File: src/sv/oma_pkg.sv
// ----------------------------------------------------------------------------
// oma_pkg
// Shared widths, register indexes and controller/datapath signal groups of
// the outlier rejecting moving average.
// ----------------------------------------------------------------------------
`default_nettype none

package oma_pkg;

  // Field widths.
  localparam int SAMPLE_W   = 16;
  localparam int VALUE_W    = 24;
  localparam int FRAC_W     = 8;
  localparam int WLEN_W     = 6;
  localparam int ROUNDS_W   = 5;

  // Configuration port.
  localparam int CFG_IDX_W  = 1;
  localparam int CFG_DATA_W = 6;

  localparam logic [CFG_IDX_W-1:0] CFG_WINDOW_LENGTH  = 1'b0;
  localparam logic [CFG_IDX_W-1:0] CFG_OUTLIER_ROUNDS = 1'b1;

  // Register reset values.
  localparam logic [WLEN_W-1:0]   WLEN_RESET   = 6'd20;
  localparam logic [ROUNDS_W-1:0] ROUNDS_RESET = 5'd4;

  // What the datapath does with a word read from a memory.
  typedef enum logic [1:0] {
    OP_COPY,
    OP_SCAN,
    OP_SUM
  } dp_op_e;

  // Commands from the controller to the datapath.
  typedef struct packed {
    logic   accept;
    logic   rd;
    dp_op_e op;
    logic   repl_hi;
    logic   repl_lo;
    logic   rnd_inc;
    logic   div_start;
    logic   out_load;
  } dp_cmd_t;

  // Status from the datapath to the controller.
  typedef struct packed {
    logic idx_last;
    logic rounds_done;
    logic div_busy;
  } dp_sts_t;

endpackage

`default_nettype wire

File: src/sv/oma_sample_if.sv
// ----------------------------------------------------------------------------
// oma_sample_if
// Valid/ready channel that carries one signed input sample per transaction.
// ----------------------------------------------------------------------------
`default_nettype none

interface oma_sample_if;

  logic                                valid;
  logic                                ready;
  logic signed [oma_pkg::SAMPLE_W-1:0] sample;

  modport source (output valid, output sample, input ready);
  modport sink (input valid, input sample, output ready);

endinterface

`default_nettype wire

File: src/sv/oma_result_if.sv
// ----------------------------------------------------------------------------
// oma_result_if
// Valid/ready channel that carries one filtered Q16.8 value per transaction.
// ----------------------------------------------------------------------------
`default_nettype none

interface oma_result_if;

  logic                               valid;
  logic                               ready;
  logic signed [oma_pkg::VALUE_W-1:0] filtered_value;

  modport source (output valid, output filtered_value, input ready);
  modport sink (input valid, input filtered_value, output ready);

endinterface

`default_nettype wire

File: src/sv/oma_div.sv
// ----------------------------------------------------------------------------
// oma_div
// Signed by unsigned restoring divider, one quotient bit per cycle, with the
// quotient truncated toward zero.
// ----------------------------------------------------------------------------
`default_nettype none

module oma_div #(
  parameter int DVD_W = 30,
  parameter int DVS_W = 6
) (
  input  wire logic                    clk_i,
  input  wire logic                    rst_ni,
  input  wire logic                    start_i,
  input  wire logic signed [DVD_W-1:0] dividend_i,
  input  wire logic        [DVS_W-1:0] divisor_i,
  output logic                         busy_o,
  output logic signed      [DVD_W-1:0] quotient_o
);

  localparam int CNT_W = $clog2(DVD_W + 1);

  logic             busy_q, busy_d;
  logic [CNT_W-1:0] cnt_q, cnt_d;
  logic             neg_q;
  logic [DVD_W-1:0] quo_q;
  logic [DVS_W-1:0] rem_q;
  logic [DVS_W-1:0] dvs_q;
  logic [DVD_W-1:0] mag;
  logic [DVS_W:0]   rem_shift;
  logic             take;
  logic [DVS_W:0]   rem_diff;

  // Magnitude of the dividend; the most negative value maps onto itself.
  assign mag = dividend_i[DVD_W-1] ? DVD_W'(-dividend_i) : dividend_i;

  // One restoring step: bring down the next bit and try a subtraction.
  assign rem_shift = {rem_q, quo_q[DVD_W-1]};
  assign take      = (rem_shift >= {1'b0, dvs_q});
  assign rem_diff  = rem_shift - {1'b0, dvs_q};

  // Iteration control.
  always_comb begin
    busy_d = busy_q;
    cnt_d  = cnt_q;
    if (start_i) begin
      busy_d = 1'b1;
      cnt_d  = CNT_W'(DVD_W);
    end else if (busy_q) begin
      cnt_d = cnt_q - CNT_W'(1);
      if (cnt_q == CNT_W'(1)) begin
        busy_d = 1'b0;
      end
    end
  end

  always_ff @(posedge clk_i or negedge rst_ni) begin
    if (!rst_ni) begin
      busy_q <= 1'b0;
      cnt_q  <= '0;
    end else begin
      busy_q <= busy_d;
      cnt_q  <= cnt_d;
    end
  end

  // Shift register: dividend bits leave at the top, quotient bits enter below.
  always_ff @(posedge clk_i) begin
    if (start_i) begin
      neg_q <= dividend_i[DVD_W-1];
      quo_q <= mag;
      rem_q <= '0;
      dvs_q <= divisor_i;
    end else if (busy_q) begin
      quo_q <= {quo_q[DVD_W-2:0], take};
      rem_q <= take ? rem_diff[DVS_W-1:0] : rem_shift[DVS_W-1:0];
    end
  end

  assign busy_o     = busy_q;
  assign quotient_o = neg_q ? DVD_W'(-quo_q) : quo_q;

endmodule

`default_nettype wire

File: src/sv/oma_dp.sv
// ----------------------------------------------------------------------------
// oma_dp
// Datapath: configuration registers, sample ring, working copy of the window,
// max/min tracking, accumulator, divider and the output register.
// ----------------------------------------------------------------------------
`default_nettype none

module oma_dp #(
  parameter int MAX_WINDOW = 32
) (
  input  wire logic                                 clk_i,
  input  wire logic                                 rst_ni,
  input  wire logic                                 cfg_we_i,
  input  wire logic        [oma_pkg::CFG_IDX_W-1:0]  cfg_idx_i,
  input  wire logic        [oma_pkg::CFG_DATA_W-1:0] cfg_wdata_i,
  input  wire logic signed [oma_pkg::SAMPLE_W-1:0]   sample_i,
  input  wire oma_pkg::dp_cmd_t                      cmd_i,
  output oma_pkg::dp_sts_t                           sts_o,
  output logic signed      [oma_pkg::VALUE_W-1:0]    filtered_value_o
);

  import oma_pkg::*;

  localparam int IDX_W = (MAX_WINDOW > 1) ? $clog2(MAX_WINDOW) : 1;
  localparam int CNT_W = $clog2(MAX_WINDOW + 1);
  localparam int SUM_W = VALUE_W + CNT_W;

  logic [WLEN_W-1:0]   wlen_q;
  logic [ROUNDS_W-1:0] rounds_q;
  logic [ROUNDS_W-1:0] rnd_q;
  logic [CNT_W-1:0]    n_len;

  logic [IDX_W-1:0]    wp_q, wp_d;
  logic [IDX_W-1:0]    wslot;
  logic [CNT_W-1:0]    wp_next;
  logic [IDX_W-1:0]    idx_q;
  logic                idx_last;

  logic [SAMPLE_W-1:0] ring_mem [MAX_WINDOW];
  logic [MAX_WINDOW-1:0] ring_vld_q;
  logic [SAMPLE_W-1:0] ring_rd_q;
  logic                ring_rd_vld_q;
  logic signed [VALUE_W-1:0] ring_q8;

  logic [VALUE_W-1:0]        work_mem [MAX_WINDOW];
  logic signed [VALUE_W-1:0] work_rd_q;
  logic                      work_wr_en;
  logic [IDX_W-1:0]          work_wr_addr;
  logic [VALUE_W-1:0]        work_wr_data;

  logic              rd_vld_q;
  dp_op_e            rd_op_q;
  logic [IDX_W-1:0]  rd_idx_q;
  logic              rd_first_q;

  logic signed [VALUE_W-1:0] hi_val_q, lo_val_q;
  logic [IDX_W-1:0]          hi_idx_q, lo_idx_q;
  logic signed [SUM_W-1:0]   acc_q;
  logic signed [VALUE_W-1:0] last_q;

  logic                    div_busy;
  logic signed [SUM_W-1:0] quotient;

  // Configuration registers.
  always_ff @(posedge clk_i or negedge rst_ni) begin
    if (!rst_ni) begin
      wlen_q   <= WLEN_RESET;
      rounds_q <= ROUNDS_RESET;
    end else if (cfg_we_i) begin
      case (cfg_idx_i)
        CFG_WINDOW_LENGTH:  wlen_q   <= cfg_wdata_i[WLEN_W-1:0];
        CFG_OUTLIER_ROUNDS: rounds_q <= cfg_wdata_i[ROUNDS_W-1:0];
        default: ;
      endcase
    end
  end

  // Effective window length: zero counts as one, large values saturate.
  always_comb begin
    if (wlen_q == '0) begin
      n_len = CNT_W'(1);
    end else if (int'(wlen_q) > MAX_WINDOW) begin
      n_len = CNT_W'(MAX_WINDOW);
    end else begin
      n_len = CNT_W'(wlen_q);
    end
  end

  // Write position: restart at slot zero when the window has shrunk.
  always_comb begin
    wslot   = (CNT_W'(wp_q) >= n_len) ? '0 : wp_q;
    wp_next = CNT_W'(wslot) + CNT_W'(1);
    wp_d    = (wp_next >= n_len) ? '0 : IDX_W'(wp_next);
  end

  assign idx_last = (CNT_W'(idx_q) == n_len - CNT_W'(1));

  // Position, sweep index, round counter and ring valid bits.
  always_ff @(posedge clk_i or negedge rst_ni) begin
    if (!rst_ni) begin
      wp_q       <= '0;
      idx_q      <= '0;
      rnd_q      <= '0;
      ring_vld_q <= '0;
      rd_vld_q   <= 1'b0;
    end else begin
      rd_vld_q <= cmd_i.rd;
      if (cmd_i.accept) begin
        wp_q              <= wp_d;
        ring_vld_q[wslot] <= 1'b1;
      end
      if (cmd_i.rd) begin
        idx_q <= idx_last ? '0 : idx_q + IDX_W'(1);
      end
      if (cmd_i.accept) begin
        rnd_q <= '0;
      end else if (cmd_i.rnd_inc) begin
        rnd_q <= rnd_q + ROUNDS_W'(1);
      end
    end
  end

  // Sample ring: written on an accepted transaction, read during the copy.
  always_ff @(posedge clk_i) begin
    if (cmd_i.accept) begin
      ring_mem[wslot] <= sample_i;
    end
    if (cmd_i.rd) begin
      ring_rd_q     <= ring_mem[idx_q];
      ring_rd_vld_q <= ring_vld_q[idx_q];
    end
  end

  // A slot never written reads as zero; scale to Q16.8.
  assign ring_q8 = ring_rd_vld_q ? {ring_rd_q, FRAC_W'(0)} : '0;

  // Write port of the working copy.
  always_comb begin
    work_wr_en   = 1'b0;
    work_wr_addr = rd_idx_q;
    work_wr_data = ring_q8;
    if (rd_vld_q && (rd_op_q == OP_COPY)) begin
      work_wr_en = 1'b1;
    end else if (cmd_i.repl_hi) begin
      work_wr_en   = 1'b1;
      work_wr_addr = hi_idx_q;
      work_wr_data = last_q;
    end else if (cmd_i.repl_lo) begin
      work_wr_en   = 1'b1;
      work_wr_addr = lo_idx_q;
      work_wr_data = last_q;
    end
  end

  always_ff @(posedge clk_i) begin
    if (work_wr_en) begin
      work_mem[work_wr_addr] <= work_wr_data;
    end
    if (cmd_i.rd) begin
      work_rd_q <= work_mem[idx_q];
    end
  end

  // Read pipeline tag: what to do with the word that arrives next cycle.
  always_ff @(posedge clk_i) begin
    if (cmd_i.rd) begin
      rd_op_q    <= cmd_i.op;
      rd_idx_q   <= idx_q;
      rd_first_q <= (idx_q == '0);
    end
  end

  // Max/min search (last index on ties) and window sum.
  always_ff @(posedge clk_i) begin
    if (rd_vld_q) begin
      case (rd_op_q)
        OP_SCAN: begin
          if (rd_first_q) begin
            hi_val_q <= work_rd_q;
            hi_idx_q <= rd_idx_q;
            lo_val_q <= work_rd_q;
            lo_idx_q <= rd_idx_q;
          end else begin
            if (work_rd_q >= hi_val_q) begin
              hi_val_q <= work_rd_q;
              hi_idx_q <= rd_idx_q;
            end
            if (work_rd_q <= lo_val_q) begin
              lo_val_q <= work_rd_q;
              lo_idx_q <= rd_idx_q;
            end
          end
        end
        OP_SUM: begin
          acc_q <= rd_first_q ? SUM_W'(work_rd_q) : acc_q + SUM_W'(work_rd_q);
        end
        default: ;
      endcase
    end
  end

  // Division of the sum by the window length.
  oma_div #(
    .DVD_W (SUM_W),
    .DVS_W (CNT_W)
  ) u_div (
    .clk_i      (clk_i),
    .rst_ni     (rst_ni),
    .start_i    (cmd_i.div_start),
    .dividend_i (acc_q),
    .divisor_i  (n_len),
    .busy_o     (div_busy),
    .quotient_o (quotient)
  );

  // Previous output, which also drives the result channel.
  always_ff @(posedge clk_i or negedge rst_ni) begin
    if (!rst_ni) begin
      last_q <= '0;
    end else if (cmd_i.out_load) begin
      last_q <= quotient[VALUE_W-1:0];
    end
  end

  assign sts_o.idx_last    = idx_last;
  assign sts_o.rounds_done = (rnd_q == rounds_q);
  assign sts_o.div_busy    = div_busy;
  assign filtered_value_o  = last_q;

  // Outside the copy, a read of the working copy never meets a write to the same entry.
  assert property (@(posedge clk_i) disable iff (!rst_ni)
    (cmd_i.rd && (cmd_i.op != OP_COPY)) |-> !(work_wr_en && (work_wr_addr == idx_q)))
    else $error("working copy read collides with a write");

  // After a sample is stored the position lies inside the window.
  assert property (@(posedge clk_i) disable iff (!rst_ni)
    cmd_i.accept |=> (CNT_W'(wp_q) < $past(n_len)))
    else $error("write position left the window");

endmodule

`default_nettype wire

File: src/sv/oma_ctrl.sv
// ----------------------------------------------------------------------------
// oma_ctrl
// Controller: sequences copy, outlier rounds, summation and division for one
// sample, and owns the handshakes of both channels.
// ----------------------------------------------------------------------------
`default_nettype none

module oma_ctrl (
  input  wire logic             clk_i,
  input  wire logic             rst_ni,
  input  wire logic             in_valid_i,
  output logic                  in_ready_o,
  output logic                  out_valid_o,
  input  wire logic             out_ready_i,
  output oma_pkg::dp_cmd_t      cmd_o,
  input  wire oma_pkg::dp_sts_t sts_i
);

  import oma_pkg::*;

  localparam logic [3:0] S_IDLE    = 4'd0;
  localparam logic [3:0] S_COPY    = 4'd1;
  localparam logic [3:0] S_COPY_W  = 4'd2;
  localparam logic [3:0] S_CHECK   = 4'd3;
  localparam logic [3:0] S_SCAN    = 4'd4;
  localparam logic [3:0] S_SCAN_W  = 4'd5;
  localparam logic [3:0] S_REPL_HI = 4'd6;
  localparam logic [3:0] S_REPL_LO = 4'd7;
  localparam logic [3:0] S_SUM     = 4'd8;
  localparam logic [3:0] S_SUM_W   = 4'd9;
  localparam logic [3:0] S_DIV     = 4'd10;
  localparam logic [3:0] S_DIV_W   = 4'd11;
  localparam logic [3:0] S_DONE    = 4'd12;

  logic [3:0] state_q, state_d;
  logic       out_valid_q, out_valid_d;

  // Next state and commands.
  always_comb begin
    state_d    = state_q;
    cmd_o      = '0;
    cmd_o.op   = OP_COPY;
    in_ready_o = 1'b0;
    case (state_q)
      S_IDLE: begin
        in_ready_o = 1'b1;
        if (in_valid_i) begin
          cmd_o.accept = 1'b1;
          state_d      = S_COPY;
        end
      end
      S_COPY: begin
        cmd_o.rd = 1'b1;
        if (sts_i.idx_last) begin
          state_d = S_COPY_W;
        end
      end
      S_COPY_W: begin
        state_d = S_CHECK;
      end
      S_CHECK: begin
        state_d = sts_i.rounds_done ? S_SUM : S_SCAN;
      end
      S_SCAN: begin
        cmd_o.rd = 1'b1;
        cmd_o.op = OP_SCAN;
        if (sts_i.idx_last) begin
          state_d = S_SCAN_W;
        end
      end
      S_SCAN_W: begin
        state_d = S_REPL_HI;
      end
      S_REPL_HI: begin
        cmd_o.repl_hi = 1'b1;
        state_d       = S_REPL_LO;
      end
      S_REPL_LO: begin
        cmd_o.repl_lo = 1'b1;
        cmd_o.rnd_inc = 1'b1;
        state_d       = S_CHECK;
      end
      S_SUM: begin
        cmd_o.rd = 1'b1;
        cmd_o.op = OP_SUM;
        if (sts_i.idx_last) begin
          state_d = S_SUM_W;
        end
      end
      S_SUM_W: begin
        state_d = S_DIV;
      end
      S_DIV: begin
        cmd_o.div_start = 1'b1;
        state_d         = S_DIV_W;
      end
      S_DIV_W: begin
        if (!sts_i.div_busy) begin
          state_d = S_DONE;
        end
      end
      S_DONE: begin
        if (!out_valid_q || out_ready_i) begin
          cmd_o.out_load = 1'b1;
          state_d        = S_IDLE;
        end
      end
      default: begin
        state_d = S_IDLE;
      end
    endcase
  end

  // Output valid: set on a load, cleared when the transaction completes.
  always_comb begin
    out_valid_d = out_valid_q;
    if (cmd_o.out_load) begin
      out_valid_d = 1'b1;
    end else if (out_ready_i) begin
      out_valid_d = 1'b0;
    end
  end

  always_ff @(posedge clk_i or negedge rst_ni) begin
    if (!rst_ni) begin
      state_q     <= S_IDLE;
      out_valid_q <= 1'b0;
    end else begin
      state_q     <= state_d;
      out_valid_q <= out_valid_d;
    end
  end

  assign out_valid_o = out_valid_q;

  // The divider only runs while the controller waits for it.
  assert property (@(posedge clk_i) disable iff (!rst_ni)
    sts_i.div_busy |-> (state_q == S_DIV_W))
    else $error("divider busy outside its wait state");

  // A new result appears only after a finished calculation.
  assert property (@(posedge clk_i) disable iff (!rst_ni)
    $rose(out_valid_q) |-> ($past(state_q) == S_DONE))
    else $error("result raised without a finished calculation");

  // A finished result waits while the output register is still occupied.
  assert property (@(posedge clk_i) disable iff (!rst_ni)
    ((state_q == S_DONE) && out_valid_q && !out_ready_i) |=> (state_q == S_DONE))
    else $error("finished result lost while the receiver stalls");

endmodule

`default_nettype wire

File: src/sv/outlier_rejecting_moving_average.sv
// ----------------------------------------------------------------------------
// outlier_rejecting_moving_average
// Trimmed moving average over a ring of signed samples, with the largest and
// smallest values replaced by the previous output before averaging.
// ----------------------------------------------------------------------------
// Usage:
// Samples arrive on sample_chan, one per transaction; each gives exactly one
// Q16.8 result on result_chan. Registers (window length, outlier rounds) are
// written through cfg_we_i / cfg_idx_i / cfg_wdata_i while the block is idle.
// One sample is processed at a time. The sum is 30 bits wide at a window
// of 32. The copy, each outlier search round and the sum each sweep the
// effective window through the single read port of the working copy, and
// the restoring divider then produces the quotient bit by bit. The next
// sample is accepted in the cycle after the result has been loaded.
// The result sits in an output register, so a stalled receiver does not
// hold up the next sample; a finished result waits only while the previous
// one is still untaken. Reset clears the ring through per-entry valid bits
// (no clearing pass), the previous output and the write position, and
// restores the registers to a window of 20 and 4 rounds.
// ----------------------------------------------------------------------------
`default_nettype none

module outlier_rejecting_moving_average #(
  parameter int MAX_WINDOW = 32
) (
  input  wire logic                            clk_i,
  input  wire logic                            rst_ni,
  input  wire logic [oma_pkg::CFG_IDX_W-1:0]   cfg_idx_i,
  input  wire logic                            cfg_we_i,
  input  wire logic [oma_pkg::CFG_DATA_W-1:0]  cfg_wdata_i,
  oma_sample_if.sink                           sample_chan,
  oma_result_if.source                         result_chan
);

  import oma_pkg::*;

  dp_cmd_t cmd;
  dp_sts_t sts;

  // Sequencer.
  oma_ctrl u_ctrl (
    .clk_i       (clk_i),
    .rst_ni      (rst_ni),
    .in_valid_i  (sample_chan.valid),
    .in_ready_o  (sample_chan.ready),
    .out_valid_o (result_chan.valid),
    .out_ready_i (result_chan.ready),
    .cmd_o       (cmd),
    .sts_i       (sts)
  );

  // Storage and arithmetic.
  oma_dp #(
    .MAX_WINDOW (MAX_WINDOW)
  ) u_dp (
    .clk_i            (clk_i),
    .rst_ni           (rst_ni),
    .cfg_we_i         (cfg_we_i),
    .cfg_idx_i        (cfg_idx_i),
    .cfg_wdata_i      (cfg_wdata_i),
    .sample_i         (sample_chan.sample),
    .cmd_i            (cmd),
    .sts_o            (sts),
    .filtered_value_o (result_chan.filtered_value)
  );

endmodule

`default_nettype wire
File: src/flat_wrapper.sv
// flat-port wrapper written by rule: the top's interface ports become plain ports
module outlier_rejecting_moving_average_flat import oma_pkg::*;
#(
  parameter int MAX_WINDOW = 32
)
  (clk_i, rst_ni, cfg_idx_i, cfg_we_i, cfg_wdata_i, sample_chan_valid, sample_chan_sample, sample_chan_ready, result_chan_valid, result_chan_filtered_value, result_chan_ready);
  oma_sample_if sample_chan_i ();
  oma_result_if result_chan_i ();
  input  wire logic clk_i;
  input  wire logic rst_ni;
  input  wire logic [oma_pkg::CFG_IDX_W-1:0] cfg_idx_i;
  input  wire logic cfg_we_i;
  input  wire logic [oma_pkg::CFG_DATA_W-1:0] cfg_wdata_i;
  input wire logic [$bits(sample_chan_i.valid)-1:0] sample_chan_valid;
  input wire logic [$bits(sample_chan_i.sample)-1:0] sample_chan_sample;
  output wire logic [$bits(sample_chan_i.ready)-1:0] sample_chan_ready;
  output wire logic [$bits(result_chan_i.valid)-1:0] result_chan_valid;
  output wire logic [$bits(result_chan_i.filtered_value)-1:0] result_chan_filtered_value;
  input wire logic [$bits(result_chan_i.ready)-1:0] result_chan_ready;
  assign sample_chan_i.valid = sample_chan_valid;
  assign sample_chan_i.sample = sample_chan_sample;
  assign sample_chan_ready = sample_chan_i.ready;
  assign result_chan_valid = result_chan_i.valid;
  assign result_chan_filtered_value = result_chan_i.filtered_value;
  assign result_chan_i.ready = result_chan_ready;
  outlier_rejecting_moving_average #(.MAX_WINDOW(MAX_WINDOW)) u_core (.clk_i(clk_i), .rst_ni(rst_ni), .cfg_idx_i(cfg_idx_i), .cfg_we_i(cfg_we_i), .cfg_wdata_i(cfg_wdata_i), .sample_chan(sample_chan_i), .result_chan(result_chan_i));
endmodule
File: config.mk
export PLATFORM = sky130hd
export DESIGN_NAME = outlier_rejecting_moving_average_flat
export DESIGN_NICKNAME = d
export VERILOG_FILES = /design/src/sv/oma_pkg.sv /design/src/sv/oma_sample_if.sv /design/src/sv/oma_result_if.sv /design/src/sv/oma_div.sv /design/src/sv/oma_dp.sv /design/src/sv/oma_ctrl.sv /design/src/sv/outlier_rejecting_moving_average.sv /design/src/flat_wrapper.sv
export SDC_FILE = /design/constraint.sdc
export NUM_CORES = 2
export LEC_CHECK = 0
export BUFFER_PORTS_ARGS = -buffer_cell sky130_fd_sc_hd__buf_2
export CORE_ASPECT_RATIO = 0.7
export CORE_MARGIN = 5
export CORE_UTILIZATION = 65
export DETAILED_ROUTE_END_ITERATION = 10
export PLACE_DENSITY = 0.82
export SLEW_MARGIN = 20
export SYNTH_ARGS = -nofsm -noshare
export SYNTH_HDL_FRONTEND = slang
export SYNTH_SLANG_ARGS = --single-unit
File: constraint.sdc
create_clock -name clk_i -period 5.85 [get_ports clk_i]
set_input_delay 1.755 -clock clk_i [delete_from_list [all_inputs] [get_ports clk_i]]
set_output_delay 1.755 -clock clk_i [all_outputs]
set_load 0.05 [all_outputs]
==> metrics.txt <==
Max FO, Critical Path 17; placed cell count 4621; Area contributors post-synth edfxtp_1 (68%), mux4_2 (14%), dfrtp_1 (3.6%); outcome finished, final reports clean; Max H-tree Level 4; setup TNS 0 ns; EDFF count, synth between 1000 and 1500; Buffers on Ports 53; Synth area leader edfxtp_1; minimum clock period 4.50 ns; worst reg-to-reg path cell count 11; CP required 6.22 ns; CP Class flip-flop to flip-flop; initial antenna violation count 13; CP endpoint kind flip-flop; WP depth 11; Largest delay share family, worst path simple AND/OR/NAND/NOR gates; filler instances about 5400; Post-Syn Area around 0.064 sq mm; layout cells sized above 1 0.259; final hold viol count 0; Die X just under 400 microns; Clock Path Buffers 3; max_cap viols 0; skew final 0.0426 ns; Overflow after GRT 0; Cells after Synth between 3000 and 4000; Hold-fix buffers, CTS 0; Seq/Total Area, Yosys 0.722; core area 0.0978 sq mm; Slew headroom 0.248; Final WS setup 1.35 ns; drt wl/cell between 30 and 40 microns; Root Buffer clkbuf_16; Place WS around 1.3 ns; DP Wirelength 95.1 mm; Rows 96; RSZ-0062 raised after global routing no; CP Buf/Inv Count 1; die height 272 microns; Detailed Routing Iterations Pass 1 8; initial core utilization 0.653; largest net degree at the start of global routing 96; I/O pin count 54; Via Count 34500; worst hold path class flip-flop to flip-flop; yosys warns 0; number of remaining DRC errors 0; WHS Path Cells 2; Lkg Pwr 23.8 nW; total CTS buffers 140; fin. max-slew vios 0; commonest cells after routing, fill and taps aside edfxtp_1 (1454), mux4_2 (410), nand2_1 (199), clkbuf_16 (145), o21ai_0 (135); Primary FF master, synth edfxtp_1; critical-path cell list nor4_1 -> nor2_1 -> nor2_1 -> ha_1 -> nand2b_1 -> a21o_1 -> a21o_1 -> a31oi_1 -> buf_4 -> nand4_1 -> nor2_2; fmax roughly 220 MHz; CTS resizes 0; final worst-path cycle share 0.769; Distinct cells, synth 73; net count after synthesis 3491; crit start category flip-flop; clk slew on worst S/H paths ~0.070 ns; RePlAce Congestion 0.879; asr flop ratio synth 0.0605; Post-CTS Setup Inserts 0; #FFs+latches synth around 1600; total track usage 0.316; nets 3573; Peak VDD IR 0.480 mV; drt via density 7.06; Slowest cell on crit path nor2_2; Syn Area/Cell 19.0 sq um; vias in the first global route between 30000 and 40000; CP peak stage delay ~1.1 ns; first-pass GRT wire length 237 mm; final setup fails 0; Area growth, synth to finish 10.8%; Initial DRC Count 5563; ANT nets after route 0; non-filler cells in the finished layout 4879; worst-skew pair later-pin latency 0.79 ns; CTS tree built; CP arrival between 4 and 5 ns; Tightest Pin Transition 1.13 ns; power per cell area 502 mW/mm^2; most common library cell in the layout ignoring fill and taps edfxtp_1; CTS sink count 1554; Die ar. 0.105 sq mm; post-synth top area share 0.683; final WL 162 mm
worst reg2reg max path: cells and delay by family, from the launching register on:
kind / cells / cell delay, ns
simple gates: 6 / 2.64
buf+inv: 1 / 0.20
fa+ha+maj: 1 / 0.29
compound gates: 3 / 0.50
flops: 1 / 0.47
sequential cells by signal (all words and copies together) (netlist names), 6 cells and up:
| name | count |
|---|---|
| u_core.u_dp.filtered_value_o | 24 |
| u_core.u_dp.wlen_q | 6 |
| u_core.u_dp.acc_q | 30 |
| u_core.u_dp.hi_val_q | 24 |
| u_core.u_dp.ring_mem | 512 |
| u_core.u_dp.work_mem | 768 |
| u_core.u_dp.u_div.quo_q | 30 |
| u_core.u_dp.u_div.dvs_q | 6 |
| u_core.u_dp.lo_val_q | 24 |
| u_core.u_dp.ring_rd_q | 16 |
| u_core.u_dp.work_rd_q | 24 |
| u_core.u_dp.u_div.rem_q | 6 |
| u_core.u_dp.ring_vld_q | 32 |
layout make-up:
type                       instances  area, sq um  share of cell area
clock inverter                    76          773              0.0109
clock buffer                     179         3840              0.0542
inverter                          86          324             0.00458
timing repair buffer              94          707             0.00999
multi-input combinational       1566        17300               0.245
sequential                      1554        46200               0.652
antenna                            1         2.50           0.0000353
tap                             1323         1660              0.0234
layer usage:
metal,global-route usage,part of all wire,vias to the layer above
li1,-,-,13700
met1,0.487,0.38,17700
met2,0.454,0.45,2731
met3,0.100,0.15,296
met4,0.0719,0.021,6
met5,0,0.00021,-
kinds of logic after synthesis:
group	synth area share
xor gates and xnor gates	0.0127
muxes	0.157
and+or+nand+nor	0.0398
AOI/OAI and AO/OA	0.0341
DFF	0.722
buffers and inverters	0.0141
adders and majority gates	0.0206
metrics by stage:
stage / hold slack (ns) / total power, mW / util / area (sq um)
floorplan: 0.421 / 22.1 / - / 63900
global placement: 0.447 / 25.3 / 0.675 / 66000
detailed placement: 0.444 / 25.8 / 0.676 / 66000
CTS: 0.461 / 35.2 / 0.723 / 70700
global route: 0.471 / 36.9 / 0.724 / 70800
finish: 0.462 / 35.5 / 0.724 / 70800
cell usage after synthesis (5+ instances only):
| master | count |
|---|---|
| a21o_1 | 25 |
| ha_1 | 101 |
| or2_2 | 40 |
| clkbuf_1 | 121 |
| nor3_1 | 19 |
| and2_1 | 11 |
| buf_1 | 33 |
| mux2_2 | 56 |
| nor4_1 | 11 |
| dfrtp_1 | 91 |
| inv_1 | 85 |
| nand2b_1 | 17 |
| or4_1 | 5 |
| nor3b_1 | 5 |
| nor2b_1 | 12 |
| nor2_1 | 123 |
| or3_1 | 11 |
| o41ai_1 | 11 |
| a31oi_1 | 8 |
| o21a_1 | 12 |
| o21ai_0 | 151 |
| nand2_1 | 199 |
| a21oi_1 | 68 |
| a211oi_1 | 8 |
| dfxtp_1 | 6 |
| nand3_1 | 33 |
| nand3b_1 | 8 |
| nand4_1 | 21 |
| xor2_1 | 65 |
| mux2i_1 | 14 |
| a22o_1 | 8 |
| edfxtp_1 | 1454 |
| xnor2_1 | 28 |
| mux4_2 | 410 |
| o31ai_1 | 19 |
| o211ai_1 | 11 |
final timing paths:
| check | from | to | slack (ns) |
|---|---|---|---|
| max in group asynchronous | rst_ni | u_core.u_dp.wlen_q[2] | 3.80 |
| max | u_core.u_dp.wlen_q[3] | u_core.u_dp.ring_mem[18][5] | 1.35 |
| min | u_core.u_dp.u_div.rem_q[5] | u_core.u_dp.u_div.rem_q[5] | 0.46 |
| min in group asynchronous | rst_ni | u_core.u_dp.rounds_q[1] | 1.02 |
| max reg2reg | u_core.u_dp.wlen_q[3] | u_core.u_dp.ring_mem[18][5] | 1.35 |
| min reg2reg | u_core.u_dp.u_div.rem_q[5] | u_core.u_dp.u_div.rem_q[5] | 0.46 |
report_power, final:
part           leakage, nW  total (mW)  internal [mW]  switching (mW)
registers             14.8        15.1           14.0            1.12
clock network         2.24        9.34           5.14            4.20
logic                 6.69        11.1           4.51            6.57
total                 23.8        35.5           23.6            11.9
No activity file was read; power rests on OpenSTA's default activity.
